## src/rtl/pairwise_preference_tally_assert.svh

```systemverilog
// assertion macros for the pairwise preference tally
`ifndef PAIRWISE_PREFERENCE_TALLY_ASSERT_SVH
`define PAIRWISE_PREFERENCE_TALLY_ASSERT_SVH
`ifndef SYNTHESIS
`define PPT_ASSERT_IMP(label, clk, rst_n, a, c) \
  label: assert property (@(posedge clk) disable iff (!rst_n) (a) |-> (c)) \
    else $error("assertion failed");
`define PPT_ASSERT_NXT(label, clk, rst_n, a, c) \
  label: assert property (@(posedge clk) disable iff (!rst_n) (a) |=> (c)) \
    else $error("assertion failed");
`else
`define PPT_ASSERT_IMP(label, clk, rst_n, a, c)
`define PPT_ASSERT_NXT(label, clk, rst_n, a, c)
`endif
`endif

```

## src/rtl/ppt_pkg.sv

```systemverilog
// ----------------------------------------------------------------------------
// ppt_pkg
// shared types and constants of the pairwise preference tally
// ----------------------------------------------------------------------------
`default_nettype none
package ppt_pkg;
  localparam int MaxCand = 16;
  localparam int MaxLen = 16;
  localparam int CntW = 32;
  localparam int CandW = $clog2(MaxCand);
  localparam int LenW = $clog2(MaxLen);
  localparam int AddrW = 2 * CandW;
  localparam logic [CntW-1:0] CntMax = '1;

  localparam logic [1:0] REQ_ENTRY = 2'd0;
  localparam logic [1:0] REQ_READ = 2'd1;
  localparam logic [1:0] REQ_CLEAR = 2'd2;

  localparam logic [1:0] ST_OK = 2'd0;
  localparam logic [1:0] ST_RANGE = 2'd1;
  localparam logic [1:0] ST_LONG = 2'd2;
  localparam logic [1:0] ST_SAT = 2'd3;

  typedef struct packed {
    logic [1:0] req;
    logic [CandW-1:0] cand;
    logic [31:0] score;
    logic [15:0] weight;
    logic ends;
    logic [CandW-1:0] row;
    logic [CandW-1:0] col;
    logic [CandW:0] n;
  } cmd_t;
endpackage
`default_nettype wire

```

## src/rtl/ppt_front.sv

```systemverilog
// ----------------------------------------------------------------------------
// ppt_front
// input side: takes beats, latches the candidate count and queues commands
// ----------------------------------------------------------------------------
`default_nettype none
module ppt_front (
  input  wire               clk,
  input  wire               rst_n,
  input  wire               cfg_we,
  input  wire [4:0]         cfg_wdata,
  input  wire               in_tvalid,
  output logic              in_tready,
  input  wire [63:0]        in_tdata,
  input  wire [1:0]         in_tuser,
  input  wire               in_tlast,
  output logic              q_valid,
  input  wire               q_pop,
  output ppt_pkg::cmd_t     q_cmd
);
  import ppt_pkg::*;
  `include "pairwise_preference_tally_assert.svh"

  logic [4:0] cnt_r;
  logic [CandW:0] n_eff;
  cmd_t fifo_r [2];
  logic [1:0] fill_r;
  logic wp_r, rp_r;
  cmd_t c;
  logic push;

  always_ff @(posedge clk) begin
    if (!rst_n) cnt_r <= 5'd16;
    else if (cfg_we) cnt_r <= cfg_wdata;
  end

  always_comb begin
    if (cnt_r == 5'd0) n_eff = (CandW+1)'(1);
    else if (32'(cnt_r) > MaxCand) n_eff = (CandW+1)'(MaxCand);
    else n_eff = (CandW+1)'(cnt_r);
  end

  assign in_tready = (fill_r != 2'd2);
  assign push = in_tvalid && in_tready;

  always_comb begin
    c.req = in_tuser;
    c.cand = in_tdata[CandW-1:0];
    c.score = in_tdata[35:4];
    c.weight = in_tdata[51:36];
    c.ends = in_tlast;
    c.row = in_tdata[52+:CandW];
    c.col = in_tdata[56+:CandW];
    c.n = n_eff;
  end

  always_ff @(posedge clk) begin
    if (push) fifo_r[wp_r] <= c;
  end

  always_ff @(posedge clk) begin
    if (!rst_n) begin
      fill_r <= 2'd0;
      wp_r <= 1'b0;
      rp_r <= 1'b0;
    end else begin
      if (push) wp_r <= ~wp_r;
      if (q_pop) rp_r <= ~rp_r;
      fill_r <= fill_r + 2'(push) - 2'(q_pop);
    end
  end

  assign q_valid = (fill_r != 2'd0);
  assign q_cmd = fifo_r[rp_r];

  `PPT_ASSERT_IMP(a_no_pop_empty, clk, rst_n, q_pop, q_valid)
  `PPT_ASSERT_IMP(a_fill_range, clk, rst_n, 1'b1, fill_r != 2'd3)
  `PPT_ASSERT_NXT(a_full_holds, clk, rst_n, fill_r == 2'd2 && !q_pop, fill_r == 2'd2)
endmodule
`default_nettype wire

```

## config.mk

```make
export PLATFORM = sky130hd
export DESIGN_NAME = ppt_front
export DESIGN_NICKNAME = d
export VERILOG_FILES = /design/src/rtl/ppt_pkg.sv /design/src/rtl/ppt_front.sv
export VERILOG_INCLUDE_DIRS = /design/src /design/src/rtl
export SDC_FILE = /design/constraint.sdc
export NUM_CORES = 1
export LEC_CHECK = 0
export ABC_AREA = 1
export BUFFER_PORTS_ARGS = -buffer_cell sky130_fd_sc_hd__buf_2
export CAP_MARGIN = 25
export CORE_UTILIZATION = 40
export DETAILED_ROUTE_END_ITERATION = 8
export GPL_TIMING_DRIVEN = 0
export MAX_ROUTING_LAYER = met4
export REMOVE_ABC_BUFFERS = 1
export SLEW_MARGIN = 20
export SYNTH_ARGS = -nofsm -noshare
export SYNTH_HDL_FRONTEND = slang
export SYNTH_SLANG_ARGS = --single-unit
```

## constraint.sdc

```tcl
create_clock -name clk -period 4.5 [get_ports clk]
set_input_delay 0.45 -clock clk [delete_from_list [all_inputs] [get_ports clk]]
set_output_delay 0.45 -clock clk [all_outputs]
set_load 0.05 [all_outputs]
```

# Word level (Yosys, flattened, before mapping)
# Memories as Yosys holds them, arrays and structs flattened. A register that Yosys moved wholly into a read port is not among the register bits.
# Index checks and enable logic that the tools add are counted.
# op_classes
n_addsub	2
bitwise_logic	2
mux	6
reduce_logical	3
order_cmp	1
eq_ne	1
# op_table
cell	n
$mux W5	2
$gt A5 B5 Y1 const B	1
$logic_not A5 Y1	1
$mux W1	4
$add A2 B1 Y2	1
$ne A2 B2 Y1 const B	1
$not A1 Y1	2
$reduce_bool A2 Y1	1
$sub A2 B1 Y2	1
$logic_and A1 B1 Y1	1
# totals
reg_bits	9
n_memories	1
input_bits	77
ram_bits	136
# memory_table
name	words	width	rd	rd_ports_with_merged_regs	write_ports	line	rtl
fifo_r	2	68	1	1	1	ppt_front.sv:25	cmd_t fifo_r [2];

# Logic depth before layout (Yosys ltp)
# logic_depth
depth_word	4
mapped_depth	9

# Worst setup path after synthesis
# No wires, ideal clock.
# synth_timing
path_kind	reg-to-reg
from	register fill_r[0]
to	memory fifo_r[1][0] (netlist name) (enable)
arrival_time_ps	3853
path_stages_with_launch	5
required_ps	4004
path_slack_ps	151
n_path_buf	0
synth_period_minus_slack_ps	4349
cell_sequence	dfxtp_1 -> inv_1 -> nand2_1 -> nand2_1 -> nor2_1
# synth_between
elab_chain_len	4
# synth_lines
element	line	rtl
start, declared	ppt_front.sv:26	logic [1:0] fill_r;
start signal, assigned	ppt_front.sv:68	fill_r <= fill_r + 2'(push) - 2'(q_pop);
$ne A2 B2 Y1	ppt_front.sv:42	assign in_tready = (fill_r != 2'd2);
net in_tready	ppt_front.sv:12	output logic in_tready,
$logic_and A1 B1 Y1	ppt_front.sv:43	assign push = in_tvalid && in_tready;
$mux W1	ppt_front.sv:57	if (push) fifo_r[wp_r] <= c;
$mux W1 (not written as such)	ppt_front.sv:57	
end, declared	ppt_front.sv:25	
# The timed path passes the listed nets, and every way through them passes these cells.

==> run_results.csv <==
group,metric,value,unit
logic_synthesis,synth_warnings,0,
power,leakage,2.70,nW
power,p_total,0.00369,W
sta,final-max-slew-violation-count,0,
worst_hold_path,holdCritPathClass,"input pin to flop",
cells_and_area,finalNonFillerCells,617,
placement,detailed_place_hpwl,6170,um
logic_synthesis,synth-edff-count,136,
worst_setup_path,r2r.worst_path.cells,5,
logic_synthesis,synth.distinct_cells,17,
worst_setup_path,crit_path_start_kind,"flop",
logic_synthesis,synth_top_family_by_area,"multiplexers",
detailed_routing,dr.pass1.iters,5,
logic_synthesis,synth_compound_area_share,0.924,%
sta,slew_headroom,51.5,%
worst_setup_path,cp_slowest_stage_delay,0.64,ns
worst_setup_path,reg2reg_slack,2.61,ns
cells_and_area,n_antenna_cell,0,
worst_setup_path,end_kind,"output port",
logic_synthesis,synth_area,5420,um^2
logic_synthesis,synth.largest_area_cell,"edfxtp_1",
worst_setup_path,reg2reg_from,"fill_r[0]",
die,die_y,118,um
power,p_per_area,528,nW/um^2
grt,grt_pass1_vias,2918,
die,initial_core_util,40.9,%
detailed_routing,ant_nets,0,
clock_network,cts_buffer_depth,2,
grt,grt_pass1_wl,14600,um
detailed_routing,drt-total-wl,9280,um
worst_setup_path,crit_arrival,1.99,ns
sta,setup_violations,0,
worst_setup_path,path_max_fanout,41,
worst_setup_path,critPathSlowestCell,"dfxtp_4",
detailed_routing,drc,0,
logic_synthesis,yosys.area_share.simple,1.89,%
logic_synthesis,synth-xor-area-share,0.323,%
status,status,"complete, no violations",
clock_network,worstSkewPairLatency,0.42,ns
sta,max_clock_freq,0.410,GHz
logic_synthesis,ys_ff_latch,146,
clock_network,cts_made_buffers,17,
logic_synthesis,syn_inst,271,
logic_synthesis,ys_top_cells_by_count,"edfxtp_1, mux2_2, mux2_4",
worst_setup_path,path_delay_family,"flip-flops",
clock_network,holdBufCountCts,0,
logic_synthesis,ys_top_cells_by_area,"edfxtp_1, mux2_2, mux2_4",
detailed_routing,routedWlPerCell,15.0,um
logic_synthesis,syn_area_per_cell,20.0,um^2
worst_setup_path,path_cells,"buf_16 > mux2_2 > buf_2",
grt,overflow,0,
logic_synthesis,yosys.area.top_type_share,75.4,%
placement,placed_cells_incl_taps,585,
sta,min_period,2.44,ns
worst_setup_path,critPathBufInv,2,
sta,period_share,54.2,%
die,die_area,14000,um^2
clock_network,clkTransAtPathRegs,0.05,ns
cells_and_area,fin_util,52.8,%
detailed_routing,via_count,2810,
logic_synthesis,synth_ff_type,"edfxtp_1",
placement,place.port_buffers,142,
sta,worst_pin_slew,0.726,ns
sta,fin_skew,0.00665,ns
sta,rsz0062_at_grt,"false",
logic_synthesis,synthArstFlopShare,0,%
clock_network,cts_root_buffer,"clkbuf_16",
power,peakVddDrop,0.292,mV
clock_network,cts_tree,"done",
logic_synthesis,synth_fa_ha_area_share,0.231,%
worst_hold_path,hold_end,"fifo_r[0][26]",
placement,gp_congestion,0.703,
die,ios,147,
logic_synthesis,yosysMostFrequentCell,"edfxtp_1",
worst_setup_path,critPathKind,"flop to output port",
die,die_x,118,um
run,cap_violations,0,
die,fp-row-count,42,
cells_and_area,area_growth,29.0,%
worst_setup_path,reg2reg_to,"fifo_r[0][22]",
cells_and_area,nNetsFinal,506,
grt,grt_usage,14.6,%
detailed_routing,viasPerCell,4.55,
detailed_routing,drtIter0Drc,132,
worst_hold_path,min_from,"in_tdata[48]",
worst_setup_path,cp.required,4.05,ns
grt,grt_max_degree,42,
cells_and_area,drive_above_1_share,55.8,%
logic_synthesis,synth.mux.area_fraction,15.5,%
logic_synthesis,synth_seq_area_share,79.1,%
clock_network,cts-resized-gates,0,
die,core-area,13200,um^2
worst_hold_path,holdPathStages,1,
clock_network,cts.sink_count,146,
clock_network,htree_levels,4,
sta,hold_viol,0,
grt,antenna_found_initial,0,
worst_setup_path,path_depth,3,
clock_network,postCtsSetupRepairBufs,0,
registers in the layout (all words and copies together) (netlist names), named ones only:
| signal | cells |
|---|---|
| fifo_r | 136 |
| wp_r | 1 |
| cnt_r | 5 |
| fill_r | 2 |
| rp_r | 1 |
worst max-delay path by stage:
stage                    endpoint
floorplan            fifo_r[1][0]
global placement    fifo_r[1][22]
detailed placement      q_cmd[24]
CTS                     q_cmd[42]
global route            q_cmd[24]
finish                  q_cmd[42]
cells in the final DEF (no fill, tap or decap):
cell / n
inv_1: 8
buf_2: 142
dfxtp_1: 9
nor2_1: 9
clkbuf_8: 3
xnor2_1: 2
edfxtp_1: 136
a21oi_1: 6
mux2_4: 20
clkbuf_1: 6
bufinv_16: 2
clkinv_2: 4
or2_2: 1
o21ai_0: 4
nor2_4: 2
dfxtp_4: 1
buf_16: 2
ha_1: 1
buf_12: 3
clkbuf_16: 17
nand3_1: 2
nand2_1: 12
mux2_2: 48
buf_8: 1
stage by stage:
stage                     setup WS [ns]  setup TNS [ns]  area (um^2)  hold slack, ns
after floorplan                   0.151               0         5340           0.448
after global placement            -1.36         -180.19         6270           0.464
after detailed placement           2.48               0         6420           0.472
after CTS                          2.02               0         6990           0.195
after global routing               1.96               0         6990           0.200
final                              2.06               0         6990           0.220
layer usage:
| metal | wire length (um) | track usage, % |
|---|---|---|
| met1 | 3960 | 17.3 |
| met2 | 4480 | 21.7 |
| met3 | 711 | 6.32 |
| met4 | 130 | 6.41 |
| met5 | 0 | - |
power by group:
part | internal [W] | total, W | switching, W
clock | 0.000856 | 0.00134 | 0.000486
sequential | 0.00163 | 0.00167 | 0.0000383
combinational | 0.000203 | 0.000677 | 0.000474
total | 0.00269 | 0.00369 | 0.000998
area by class of cell:
type | instances | area, um^2
Clock buffer | 26 | 489
Clock inverter | 6 | 80.1
Fill cell | 1144 | 6260
Inverter | 8 | 30.0
Multi-Input combinational cell | 107 | 1040
Sequential cell | 146 | 4290
Tap cell | 176 | 220
Timing Repair Buffer | 148 | 841
cells by family (layout without fill, tap and decap cells):
family | count (synthesis) | count (layout)
XOR/XNOR | 2 | 2
multiplexers | 68 | 68
AO/OA/AOI/OAI | 10 | 10
buffers and inverters | 18 | 188
AND/OR/NAND/NOR | 26 | 26
adder cells (fa/ha/maj) | 1 | 1
flip-flops | 146 | 146
(Power assumes the default switching activity.)
